[config.mk]
export PLATFORM = sky130hd
export DESIGN_NAME = lltc_front
export DESIGN_NICKNAME = d
export VERILOG_FILES = /design/src/hw/rtl/lltc_pkg.sv /design/src/hw/rtl/lltc_front.sv
export SDC_FILE = /design/constraint.sdc
export NUM_CORES = 1
export LEC_CHECK = 0
export BUFFER_PORTS_ARGS = -buffer_cell sky130_fd_sc_hd__buf_2
export CAP_MARGIN = 20
export CORE_ASPECT_RATIO = 1.1
export CORE_UTILIZATION = 45
export CTS_BUF_LIST = sky130_fd_sc_hd__clkbuf_8
export CTS_CLUSTER_SIZE = 10
export DETAILED_ROUTE_END_ITERATION = 10
export PLACE_DENSITY = 0.74
export RECOVER_POWER = 25
export SYNTH_ARGS = -nofsm -noshare
export SYNTH_HDL_FRONTEND = slang
export SYNTH_SLANG_ARGS = --single-unit
[constraint.sdc]
create_clock -name clock -period 6.65 [get_ports clock]
set_clock_uncertainty 0.1 [all_clocks]
set_input_delay 0.665 -clock clock [delete_from_list [all_inputs] [get_ports clock]]
set_output_delay 0.665 -clock clock [all_outputs]
set_load 0.02 [all_outputs]
[src/hw/rtl/lltc_pkg.sv]
// ---------------------------------------------------------------------------
// lltc_pkg: shared types and constants of the cache table
// mode codes, result codes, table geometry and the front-to-back queue item
// ---------------------------------------------------------------------------
package lltc_pkg;

   localparam int ENTRIES        = 16;
   localparam int IDX_W          = $clog2(ENTRIES);
   localparam int HW_W           = $clog2(ENTRIES + 1);
   localparam int OVERHEAD_BYTES = 12;
   localparam int TOTAL_W        = 21;
   localparam int SIZE_W         = 17;
   localparam int CFG_RESET      = 16384;
   localparam int MS_PER_SEC     = 1000;
   localparam int PCT_DEFAULT    = 80;
   localparam int PCT_MAX        = 100;
   localparam int PCT_MIN        = 10;
   // floor(x / 100) as (x * RECIP_100) >> RECIP_SHIFT, exact for x below 2^32
   localparam int RECIP_100      = 1374389535;
   localparam int RECIP_SHIFT    = 37;

   typedef enum logic [2:0] {
      MODE_PUT     = 3'd0,
      MODE_GET     = 3'd1,
      MODE_HAS     = 3'd2,
      MODE_REMOVE  = 3'd3,
      MODE_CLEAR   = 3'd4,
      MODE_CLEANUP = 3'd5,
      MODE_OPT     = 3'd6,
      MODE_BAD     = 3'd7
   } mode_type;

   localparam logic [1:0] ST_OK   = 2'd0;
   localparam logic [1:0] ST_MISS = 2'd1;
   localparam logic [1:0] ST_REJ  = 2'd2;

   // classified item passed from front to back
   typedef struct packed {
      mode_type            mode;
      logic [31:0]         tag;
      logic [SIZE_W-1:0]   size;
      logic                size_zero;
      logic [22:0]         ttl;
      logic [31:0]         now;
      logic [28:0]         scaled;     // budget times target percent
   } work_type;

endpackage

[src/hw/rtl/lltc_front.sv]
// ---------------------------------------------------------------------------
// lltc_front: input stage of the cache table
// accepts requests, computes entry size and scaled optimize budget, queues work
// ---------------------------------------------------------------------------
module lltc_front (
   input  logic                        clock,
   input  logic                        reset,
   input  logic                        req_tvalid,
   output logic                        req_tready,
   input  logic [135:0]                req_tdata,
   input  logic [lltc_pkg::TOTAL_W-1:0] cap,
   output logic                        q_valid,
   input  logic                        q_pop,
   output lltc_pkg::work_type          q_item
);
   // two-entry queue
   lltc_pkg::work_type q_ff [2];
   lltc_pkg::work_type q_in;
   logic [1:0] cnt_ff, cnt_in;
   logic       rd_ff, rd_in, wr_ff, wr_in;
   logic [2:0]  f_mode;
   logic [7:0]  f_kb, f_tb, f_pct, pct;
   logic [15:0] f_cb;
   logic [28:0] prod;
   logic        push;

   assign f_mode = req_tdata[2:0];
   assign f_kb   = req_tdata[42:35];
   assign f_cb   = req_tdata[58:43];
   assign f_tb   = req_tdata[66:59];
   assign f_pct  = req_tdata[129:122];
   assign pct    = (f_pct < 8'(lltc_pkg::PCT_MIN) || f_pct > 8'(lltc_pkg::PCT_MAX))
                   ? 8'(lltc_pkg::PCT_DEFAULT) : f_pct;
   assign prod   = 29'(cap) * 29'(pct);

   always_comb begin
      q_in.mode      = lltc_pkg::mode_type'(f_mode);
      q_in.tag       = req_tdata[34:3];
      q_in.size      = lltc_pkg::SIZE_W'(f_kb) + lltc_pkg::SIZE_W'(f_cb)
                     + lltc_pkg::SIZE_W'(f_tb) + lltc_pkg::SIZE_W'(lltc_pkg::OVERHEAD_BYTES);
      q_in.size_zero = (f_kb == 8'd0) || (f_cb == 16'd0);
      q_in.ttl       = req_tdata[89:67];
      q_in.now       = req_tdata[121:90];
      q_in.scaled    = prod;
   end

   assign req_tready = (cnt_ff != 2'd2);
   assign push       = req_tvalid && req_tready;
   assign q_valid    = (cnt_ff != 2'd0);
   assign q_item     = q_ff[rd_ff];

   always_comb begin
      cnt_in = cnt_ff + 2'(push) - 2'(q_pop);
      rd_in  = rd_ff ^ q_pop;
      wr_in  = wr_ff ^ push;
   end

   always_ff @(posedge clock) begin
      if (reset) begin
         cnt_ff <= '0;
         rd_ff  <= 1'b0;
         wr_ff  <= 1'b0;
      end else begin
         cnt_ff <= cnt_in;
         rd_ff  <= rd_in;
         wr_ff  <= wr_in;
      end
      if (push) q_ff[wr_ff] <= q_in;
   end

   property p_no_overflow;
      @(posedge clock) disable iff (reset) cnt_ff <= 2'd2;
   endproperty
   a_no_overflow: assert property (p_no_overflow) else $error("queue overflow");
   a_pop_valid: assert property (@(posedge clock) disable iff (reset) q_pop |-> q_valid)
      else $error("pop of empty queue");
   a_full_stall: assert property (@(posedge clock) disable iff (reset)
      cnt_ff == 2'd2 |-> !req_tready) else $error("ready while full");
endmodule

After elaboration in Yosys (flattened, before gate mapping)
Memory sizes are Yosys's and may differ from the RTL's. A register that Yosys moved wholly into a read port is not among the register bits.
Index checks and enable logic that the tools add are counted.
{"block": "word_totals", "regBits": 4, "latchBits": 0, "ramBits": 274, "rom_bits": 0, "word_cells": 25, "n_memories": 1}
{"memory": "q_ff", "words": 2, "word_bits": 137, "read_ports": 1, "rd_ports_with_merged_regs": 1, "wr": 1, "line": "lltc_front.sv:17", "rtl": "lltc_pkg::work_type q_ff [2];"}
{"block": "classes", "addsub": 5, "multipliers": 1, "n_div": 0, "magnitude_cmp": 2, "n_eq_ne": 1, "shift": 0, "mux": 4, "bitwise": 2, "reduce_logical": 6}
{"cell": "multiplier 21 x 8 -> 29 bit", "count": 1}
{"cell": "adder 17 x 4 -> 17 bit, second input constant", "count": 1}
{"cell": "adder 17 x 8 -> 17 bit", "count": 1}
{"cell": "adder 8 x 16 -> 17 bit", "count": 1}
{"cell": "zero test 16 bit", "count": 1}
{"cell": "greater-than comparator 8 x 7 -> 1 bit, second input constant", "count": 1}
{"cell": "zero test 8 bit", "count": 1}
{"cell": "less-than comparator 8 x 4 -> 1 bit, second input constant", "count": 1}
{"cell": "2-to-1 mux 8 bit", "count": 1}
{"cell": "2-to-1 mux 1 bit", "count": 3}
{"cell": "adder 2 x 1 -> 2 bit", "count": 1}
{"cell": "logical OR 1 bit", "count": 2}
{"cell": "inequality test 2 bit, second input constant", "count": 1}
{"cell": "nonzero test 2 bit", "count": 1}
{"cell": "subtractor 2 x 1 -> 2 bit", "count": 1}
{"cell": "XOR 1 bit", "count": 2}
{"cell": "logical AND 1 bit", "count": 1}

Depth between registers and ports, before layout
Gate-level depths: netlist of run 1.
{"block": "depth", "word_depth": 4, "depth_mapped": 23}

Least setup slack after synthesis of run 1
No wires, ideal clock.
{"block": "synth_timing", "path_type": "input to register", "start": "in req_tdata[124]", "end": "mem q_ff[0][26] (netlist bit), data pin", "setup_time_ns": 0.269, "t_arrival_ns": 5.712, "required_time_ns": 6.281, "path_slack_ns": 0.570, "cell_stages": 19, "cell_sequence": "or3_1 > a31oi_1 > a31oi_1 > or3_4 > buf_6 > and2_1 > fa_1 > fa_1 > fa_1 > inv_1 > fa_1 > inv_1 > ha_1 > o21a_1 > o211a_1 > a211o_1 > o22ai_4 > o211ai_1 > xor2_1"}
{"block": "synth_between", "elab_chain_cells": 4, "word_cells_on_any_way": 5}
{"element": "from (decl)", "line": "lltc_front.sv:10", "rtl": "input logic [135:0] req_tdata,"}
{"element": "less-than comparator 8 x 4 -> 1 bit / greater-than comparator 8 x 7 -> 1 bit (equally long branches)", "line": "lltc_front.sv:32", "rtl": "assign pct = (f_pct < 8'(lltc_pkg::PCT_MIN) || f_pct > 8'(lltc_pkg::PCT_MAX))"}
{"element": "logical OR 1 bit", "line": "lltc_front.sv:32"}
{"element": "2-to-1 mux 8 bit *", "line": "lltc_front.sv:33", "rtl": "? 8'(lltc_pkg::PCT_DEFAULT) : f_pct;"}
{"element": "multiplier 21 x 8 -> 29 bit *", "line": "lltc_front.sv:34", "rtl": "assign prod = 29'(cap) * 29'(pct);"}
{"element": "via prod[26]", "line": "lltc_front.sv:24", "rtl": "logic [28:0] prod;"}
{"element": "to (decl)", "line": "lltc_front.sv:17"}
Mark *: on every way through the listed nets, which the timed path passes. The rest lies on a longest branch.

Final worst setup path of run 1
{"block": "layout_timing", "start": "in req_tdata[124]", "end": "mem q_ff[1][27] (netlist bit), data pin"}
The elaborated chain is that of the path after synthesis.

==> results of run 1 <==
## synth_stat cells, drive strengths merged, types with 2 or more instances
library cell	n	share of area [%]
edfxtp	274	50
inv	138	3.2
mux2	137	9.5
fa	123	15
ha	69	5.3
and3	64	2.5
and2	57	2.4
nand2	56	1.3
a21oi	25	0.77
clkbuf	24	0.55
xnor2	22	1.2
o21ai	20	0.61
nor2	16	0.38
buf	14	0.62
a21o	13	0.60
xor2	13	0.70
nand3	8	0.25
nor4	8	0.31
o211ai	8	0.37
o21a	8	0.37
nor3	7	0.21
a211oi	6	0.28
a31oi	6	0.23
nor2b	6	0.23
or3	6	0.29
nand2b	5	0.19
dfxtp	4	0.49
a21boi	3	0.14
o311ai	3	0.16
or2	3	0.12
a211o	2	0.11
and4	2	0.11
conb	2	0.046
nand3b	2	0.092
o21bai	2	0.092
## cell type report
type / instances / area, um^2 / share of cell area (%)
diodes: 2 / 5.005 / 0.02633
repair buffers: 307 / 1526 / 8.030
inverters: 138 / 518.0 / 2.725
clock buffers: 40 / 550.5 / 2.896
multi-input cells: 735 / 7381 / 38.83
clock inverters: 26 / 115.1 / 0.6055
flip-flops and latches: 278 / 8312 / 43.72
well taps: 481 / 601.8 / 3.166
## sequential cells by signal, summed over array words and instances, names as in the netlist
register and count:
wr_ff 1, q_ff 274, rd_ff 1, cnt_ff 2
## stage by stage
| step | util (%) | cell area (um^2) | setup WS (ns) | hold slack (ns) |
|---|---|---|---|---|
| 2_1_floorplan | - | 16370 | 0.5698 | 0.3994 |
| 3_3_place_gp | 51.93 | 18380 | 0.2732 | 0.4213 |
| 3_5_place_dp | 51.93 | 18380 | 0.1034 | 0.4360 |
| 4_1_cts | 53.81 | 19050 | 0.6880 | 0.1571 |
| 5_1_grt | 53.69 | 19010 | 0.3546 | 0.1734 |
| 6_report | 53.69 | 19010 | 0.6229 | 0.2033 |
## power by group
group / total [mW] / leakage, nW / internal [mW] / switching [mW]
Sequential: 2.56 / 2.59 / 2.49 / 0.0742
Clock: 1.16 / 0.382 / 0.558 / 0.601
Combinational: 2.79 / 5.13 / 1.10 / 1.69
Total: 6.52 / 8.11 / 4.15 / 2.37
## cell families after synthesis
kind of cell    Yosys count  synth area share, %
mux                     137                9.464
compound gates          104                4.267
simple gates            246                8.627
xor+xnor                 35                1.880
fa+ha+maj               192                20.40
other cells               2              0.04607
buf+inv                 176                4.352
flops                   278                50.96
## metal layers
layer | routed length, um | GRT usage [%] | vias up
met2 | 17770 | 32.94 | 330
met4 | 838 | 6.250 | 0
met1 | 13700 | 22.57 | 4998
met3 | 2362 | 3.385 | 50
li1 | - | - | 4758
met5 | 0 | 0 | -
## critical path: stages
cell and delay [ns]:
buf_2 0.10, or3_1 0.37, a31oi_1 0.23, a31oi_1 0.12
nor2_2 0.30, buf_4 0.32, and3_1 0.21, fa_1 0.44
fa_1 0.47, fa_1 0.55, inv_1 0.06, fa_1 0.53
inv_1 0.04, ha_1 0.36, a21o_1 0.22, nor2b_1 0.17
a21oi_1 0.14, o21a_1 0.28, o21a_1 0.21, o311ai_1 0.42
## how the worst min path moves through the flow
stage / startpoint / end / slack [ns] / cells after the start
after floorplan: cnt_ff[1] / cnt_ff[1] / 0.40 / 2
after global placement: cnt_ff[1] / cnt_ff[1] / 0.42 / 2
after detailed placement: cnt_ff[1] / cnt_ff[1] / 0.44 / 2
after CTS: req_tdata[83] / q_ff[0][77] / 0.16 / 1
after global routing: req_tdata[83] / q_ff[0][77] / 0.17 / 1
final: req_tdata[85] / q_ff[1][79] / 0.20 / 1
==> impl_metrics.json, run 1 <==
{
  "status": "complete, no violations",
  "syn_area_mm2": 0.01630,
  "r2r_start": "cnt_ff[0]",
  "synth_edf_count": 274,
  "drcViolationCount": 0,
  "start_util_pct": 46.05,
  "layoutNonFillerInstCount": 2007,
  "antenna_found_initial": 2,
  "cts_resized": 0,
  "wirelength_mm": 34.66,
  "crit_type": "primary input to flip-flop",
  "postSynth.asyncResetShare_pct": 0,
  "synthDistinctLibCells": 56,
  "finalSetupViolCount": 0,
  "critical_path_arrival_ns": 6.21,
  "dp_hpwl_mm": 25.69,
  "ys.flop_type": "edfxtp_1",
  "grt_pass1_vias": 10360,
  "final_cell_mix": "274 x edfxtp_1, 257 x buf_2, 152 x inv_1, 137 x mux2_2, 123 x fa_1",
  "period_share_pct": 90.63,
  "grt_max_degree": 80,
  "vias_per_cell": 5.050,
  "final_nets": 1851,
  "drt_iter0_drc": 365,
  "postSynthCellCount": 1170,
  "drive_above_1_share_pct": 31.50,
  "fillerInstances": 3003,
  "vdd_drop_max_v": 0.0001330,
  "core_mm2": 0.03540,
  "track_usage_pct": 18.57,
  "fmax_mhz": 165.9,
  "gp_congestion": 0.8754,
  "cp_max_fo": 28,
  "cts_buffer_depth": 3,
  "syn2layout_area_growth_pct": 16.61,
  "startpoint": "req_tdata[124]",
  "worst_setup_path_start_kind": "primary input",
  "io_pins": 300,
  "postRouteAntennaNets": 0,
  "die_h_um": 201.6,
  "rsz0062_at_grt": "no",
  "wire_per_inst_um": 17.27,
  "fp.dieW_um": 183.5,
  "end_kind": "flip-flop",
  "firstDrtPassIters": 4,
  "period_needed_ns": 6.027,
  "io_buffers": 293,
  "reg2reg_depth": 5,
  "post-place-cells": 1939,
  "timing.final.hold_violations": 0,
  "clk_pin_slew_worst_paths_ns": 0.07,
  "synth_seq_cells": 278,
  "grt_overflow": 0,
  "drv_cap": 0,
  "clock-sinks": 278,
  "ys_seq_area_share_pct": 50.96,
  "grt_pass1_wl_mm": 53.88,
  "rrSetupSlack_ns": 4.08,
  "power_mw": 6.517,
  "endpoint": "q_ff[1][27]",
  "hp-class": "primary input to flip-flop",
  "regToRegEndpoint": "q_ff[0][119]",
  "fp.dieArea_mm2": 0.03699,
  "cts_tree": "done",
  "synth_area_per_cell_um2": 13.93,
  "cp.required_ns": 6.84,
  "yosysWarnings": 0,
  "clk_latency_ns": 0.55,
  "tns_ns": 0,
  "hold_buffers": 0,
  "vias": 10140,
  "root_buffer": "clkbuf_8",
  "power.density_mw_per_mm2": 342.9,
  "cts_buffers": 38,
  "relSlewSlack_pct": 29.05,
  "leakagePower_nw": 8.105,
  "fp-row-count": 72,
  "htreeDepth": 2,
  "final_common_cell": "edfxtp_1",
  "worst_slew_pin_slew_ns": 1.064,
  "slew_viol_final": 0,
  "post-cts-setup-buffers": 0
}
Note: power is estimated with default switching activity, not from simulation.
==> run 2: changes to the inputs <==
- ABC_AREA: not set -> 1
- RECOVER_POWER: 25 -> 50
==> impl_metrics.json, run 2 <==
{
  "crit_type": "flip-flop to primary output",
  "yosysMostFrequentCell": "edfxtp_1",
  "cp.required_ns": 5.88,
  "grt_max_degree": 79,
  "dp_hpwl_mm": 27.35,
  "synth.area.top_cells": "edfxtp_1 49%, fa_1 15%, mux2_2 9.3%, inv_1 6.1%, nand2_1 5.9%",
  "yosysWarnings": 0,
  "slew_viol_final": 335,
  "post-cts-setup-buffers": 0,
  "core_mm2": 0.03626,
  "fp.dieW_um": 185.3,
  "cts_buffer_depth": 3,
  "tns_ns": 0,
  "drv_cap": 5,
  "end_kind": "primary output",
  "drcViolationCount": 0,
  "hold_buffers": 0,
  "synth_top_area_cell": "edfxtp_1",
  "gp_congestion": 0.8910,
  "drt_iter0_drc": 499,
  "worst_setup_path_start_kind": "flip-flop",
  "status": "complete, but fails checks",
  "postSynth.asyncResetShare_pct": 0,
  "fp-row-count": 73,
  "leakagePower_nw": 8.797,
  "synthDistinctLibCells": 35,
  "cts_resized": 0,
  "cts_buffers": 40,
  "largest_registers": "q_ff: 274 flops, cnt_ff: 2 flops",
  "hp-class": "primary input to flip-flop",
  "io_buffers": 293,
  "firstDrtPassIters": 5,
  "period_share_pct": 84.49,
  "top_register": "q_ff",
  "seqCellArea_mm2": 0.008308,
  "power_mw": 6.609,
  "postRouteAntennaNets": 0,
  "ys.flop_type": "edfxtp_1",
  "synth_seq_cells": 278,
  "final_area_mm2": 0.01934,
  "antenna_found_initial": 4,
  "syn2layout_area_growth_pct": 16.36,
  "wire_per_inst_um": 15.55,
  "clk_latency_ns": 0.54,
  "synth_area_per_cell_um2": 11.74,
  "cp_max_fo": 75,
  "syn_area_mm2": 0.01662,
  "vias_per_cell": 4.842,
  "relSlewSlack_pct": -191.3,
  "synth_edf_count": 274,
  "layoutNonFillerInstCount": 2269,
  "fmax_mhz": 178.0,
  "violations": "max-capacitance violations, max-slew violations",
  "cts_tree": "done",
  "ys_seq_area_share_pct": 49.98,
  "final_common_cell": "inv_1",
  "wirelength_mm": 35.29,
  "vias": 10990,
  "synth_common_cells": "274 x edfxtp_1, 270 x inv_1, 261 x nand2_1, 137 x mux2_2, 123 x fa_1",
  "start_util_pct": 45.84,
  "track_usage_pct": 18.86,
  "multi_input_area_mm2": 0.007187,
  "critical_path_arrival_ns": 4.85,
  "postSynthCellCount": 1416,
  "clk_pin_slew_worst_paths_ns": 0.07,
  "drive_above_1_share_pct": 25.00,
  "die_h_um": 203.6,
  "final_nets": 2104,
  "final_cell_mix": "279 x inv_1, 274 x edfxtp_1, 262 x nand2_1, 246 x buf_2, 137 x mux2_2",
  "power.density_mw_per_mm2": 341.6,
  "post-place-cells": 2196,
  "synth_top_area_share_pct": 49.50,
  "rsz0062_at_grt": "no",
  "worst_slew_pin_slew_ns": 4.369,
  "io_pins": 300,
  "vdd_drop_max_v": 0.0001507,
  "htreeDepth": 2,
  "timing.final.hold_violations": 0,
  "grt_overflow": 0,
  "grt_pass1_vias": 11330,
  "fillerInstances": 3194,
  "finalSetupViolCount": 0,
  "fp.dieArea_mm2": 0.03771,
  "clock-sinks": 278,
  "grt_pass1_wl_mm": 55.74,
  "dpl_cell_area_mm2": 0.01867,
  "largest_reg_flops": 274,
  "timing.hold.ws_ns": 0.2062,
  "root_buffer": "clkbuf_8",
  "period_needed_ns": 5.619
}
==> run 2: routing by layer <==
metal	routed length [um]	track usage, %	vias to the layer above
li1	-	-	5257
met1	13550	21.28	5287
met2	17750	33.83	366
met3	2677	4.411	72
met4	1277	7.910	4
met5	26	0	-
==> run 2: final timing paths <==
kind                      start           to  slack, ns  cells past startpoint
setup / recovery          rd_ff   q_item[66]       1.03                      3
hold / removal    req_tdata[79]  q_ff[0][73]       0.21                      1
setup reg to reg      cnt_ff[0]  q_ff[0][81]       1.72                      6
hold reg to reg           wr_ff        wr_ff       0.47                      3
==> run 2: critical path, stage by stage, from the launching register on <==
cell	delay [ns]
dfxtp_1	2.59
buf_4	0.95
mux2_2	0.45
buf_2	0.17
==> run 2: logic make-up (layout without fill, tap and decap cells) <==
| logic type | after synthesis | count (layout) | share of synthesized area (%) |
|---|---|---|---|
| mux | 137 | 137 | 9.280 |
| simple gates | 443 | 443 | 10.81 |
| flops | 278 | 278 | 49.98 |
| buf+inv | 298 | 643 | 7.203 |
| fa+ha+maj | 192 | 192 | 20.01 |
| other cells | 2 | 23 | 0.04518 |
| compound gates | 41 | 41 | 1.362 |
| xor+xnor | 25 | 25 | 1.317 |
==> run 2: through the flow <==
step	setup slack, ns	utilization (%)
after floorplan	1.700	-
after global placement	0.8668	51.48
after detailed placement	0.7273	51.48
after CTS	1.302	53.62
after global routing	0.5447	53.34
final	1.031	53.35
==> run 2: cell type report <==
class	count	share of cell area, %
repair buffers	298	7.393
multi-input cells	859	37.15
clock inverters	31	1.164
flip-flops and latches	278	42.95
clock buffers	40	2.846
well taps	487	3.150
diodes	2	0.02587
inverters	274	5.317
==> run 2: report_power, final <==
| part | internal [mW] | total (mW) | switching, mW |
|---|---|---|---|
| Clock | 0.687 | 1.31 | 0.618 |
| Combinational | 0.990 | 2.80 | 1.81 |
| Sequential | 2.43 | 2.50 | 0.0729 |
| Total | 4.11 | 6.61 | 2.50 |
==> run 3: changes to the inputs <==
- ABC_AREA: 1 -> 0
- clock period: 6.65 -> 5.6 ns (I/O delays scaled with it)
==> impl_metrics.json, run 3 (same netlist as run 1, synthesis figures left out) <==
{
  "cts_buffer_depth": 3,
  "cp_max_fo": 7,
  "power.density_mw_per_mm2": 423.2,
  "antenna_found_initial": 0,
  "rrSetupSlack_ns": 2.51,
  "leakagePower_nw": 8.575,
  "postRouteAntennaNets": 0,
  "grt_max_degree": 75,
  "grt_pass1_vias": 10840,
  "finalSetupViolCount": 0,
  "period_share_pct": 99.38,
  "gp_congestion": 0.8527,
  "fp.dieW_um": 183.5,
  "end_kind": "flip-flop",
  "start_util_pct": 46.05,
  "startpoint": "req_tdata[125]",
  "hold_depth": 1,
  "largest_reg_flops": 274,
  "cts_buffers": 42,
  "io_pins": 300,
  "power_mw": 8.438,
  "vdd_drop_max_v": 0.0001758,
  "holdPathEnd": "q_ff[0][102]",
  "fmax_mhz": 179.7,
  "drive_above_1_share_pct": 36.70,
  "fillerInstances": 2922,
  "worst_slew_pin_slew_ns": 3.267,
  "io_buffers": 293,
  "cts_tree": "done",
  "top_register": "q_ff",
  "grt_pass1_wl_mm": 53.26,
  "violations": "max-capacitance violations, max-slew violations",
  "clk_pin_slew_worst_paths_ns": 0.06,
  "die_h_um": 201.6,
  "status": "complete, but fails checks",
  "critical_path_arrival_ns": 5.74,
  "htreeDepth": 2,
  "timing.final.hold_violations": 0,
  "vias": 10490,
  "drt_iter0_drc": 498,
  "final_nets": 1934,
  "tns_ns": 0,
  "largest_registers": "q_ff: 274 flops, cnt_ff: 2 flops",
  "clk_latency_ns": 0.54,
  "num_antenna_cells": 0,
  "firstDrtPassIters": 5,
  "root_buffer": "clkbuf_8",
  "relSlewSlack_pct": -118.1,
  "syn2layout_area_growth_pct": 22.31,
  "vias_per_cell": 5.011,
  "fp-row-count": 72,
  "regToRegEndpoint": "rd_ff",
  "hold_start": "req_tdata[3]",
  "dp_hpwl_mm": 25.64,
  "track_usage_pct": 18.20,
  "worst_setup_path_start_kind": "primary input",
  "fin_ws_ns": 0.03464,
  "r2r_start": "rd_ff",
  "wirelength_mm": 34.29,
  "grt_overflow": 0,
  "drcViolationCount": 0,
  "wire_per_inst_um": 16.37,
  "rsz0062_at_grt": "yes",
  "core_mm2": 0.03540,
  "reg2reg_depth": 2,
  "hp-class": "primary input to flip-flop",
  "final_common_cell": "edfxtp_1",
  "clock-sinks": 278,
  "crit_type": "primary input to flip-flop",
  "fp.dieArea_mm2": 0.03699,
  "dp_slack_ns": -0.6040,
  "final_cell_mix": "274 x edfxtp_1, 255 x buf_2, 153 x inv_1, 137 x mux2_2, 120 x fa_1",
  "drv_cap": 2,
  "final_core_util_pct": 56.32,
  "period_needed_ns": 5.565,
  "slew_viol_final": 143,
  "cp.required_ns": 5.77
}
## run 3: cell type report
class | count | area (um^2) | share of cell area [%]
repair buffers | 384 | 2158 | 10.82
flip-flops and latches | 278 | 8308 | 41.67
clock buffers | 42 | 578.1 | 2.899
well taps | 481 | 601.8 | 3.018
clock inverters | 34 | 175.2 | 0.8785
inverters | 138 | 518.0 | 2.598
multi-input cells | 737 | 7600 | 38.12
## run 3: worst max-delay path by stage
| stage | endpoint | slack [ns] | depth (start not counted) |
|---|---|---|---|
| global placement | q_ff[1][26] | -0.42 | 19 |
| detailed placement | q_ff[1][22] | -0.60 | 19 |
| floorplan | q_ff[0][26] | -0.17 | 20 |
| CTS | q_ff[1][22] | 0.02 | 20 |
| global route | q_ff[0][26] | -0.13 | 20 |
| finish | q_ff[0][24] | 0.03 | 21 |
## run 3: worst max-delay path, cell delays in order
cell	delay, ns
buf_6	0.09
or3_4	0.38
a31oi_4	0.27
a31oi_4	0.09
or3_4	0.46
and2_4	0.16
fa_1	0.50
fa_1	0.51
fa_1	0.52
inv_1	0.05
fa_1	0.49
inv_2	0.05
ha_4	0.25
a21oi_4	0.15
o211ai_1	0.11
buf_4	0.16
a211o_4	0.34
o22ai_4	0.27
buf_4	0.16
o21a_1	0.11
a311oi_2	0.05
## run 3: per-layer routing
metal  up-vias  global-route usage (%)  wire length [um]
met1      5127                   20.29             13310
met4         0                   7.262              1122
met3        66                   3.855              2325
li1       4933                       -                 -
met5         -                       0                 0
met2       366                   33.39             17530
## run 3: power by group
group          total [mW]  internal [mW]  switching [mW]
Clock                1.48          0.751           0.728
Combinational        3.89           1.76            2.14
Sequential           3.07           2.96           0.104
Total                8.44           5.47            2.97
## run 3: metrics by stage
step	cell area, um^2	std cells	hold WS, ns
CTS	19820	2089	0.05272
global placement	19060	2012	0.4148
finish	19940	2094	0.1033
global route	19940	2094	0.06249
floorplan	16470	1189	0.3994
detailed placement	19060	2012	0.4315
## run 3: repair_timing
action,4_1_cts,5_1_grt
gates cloned,0,2
resized for setup,0,29
hold buffers,0,0
endpoints found under the hold margin,0,0
pin swaps,2,23
setup endpoints to repair,2,22
setup buffers,1,3
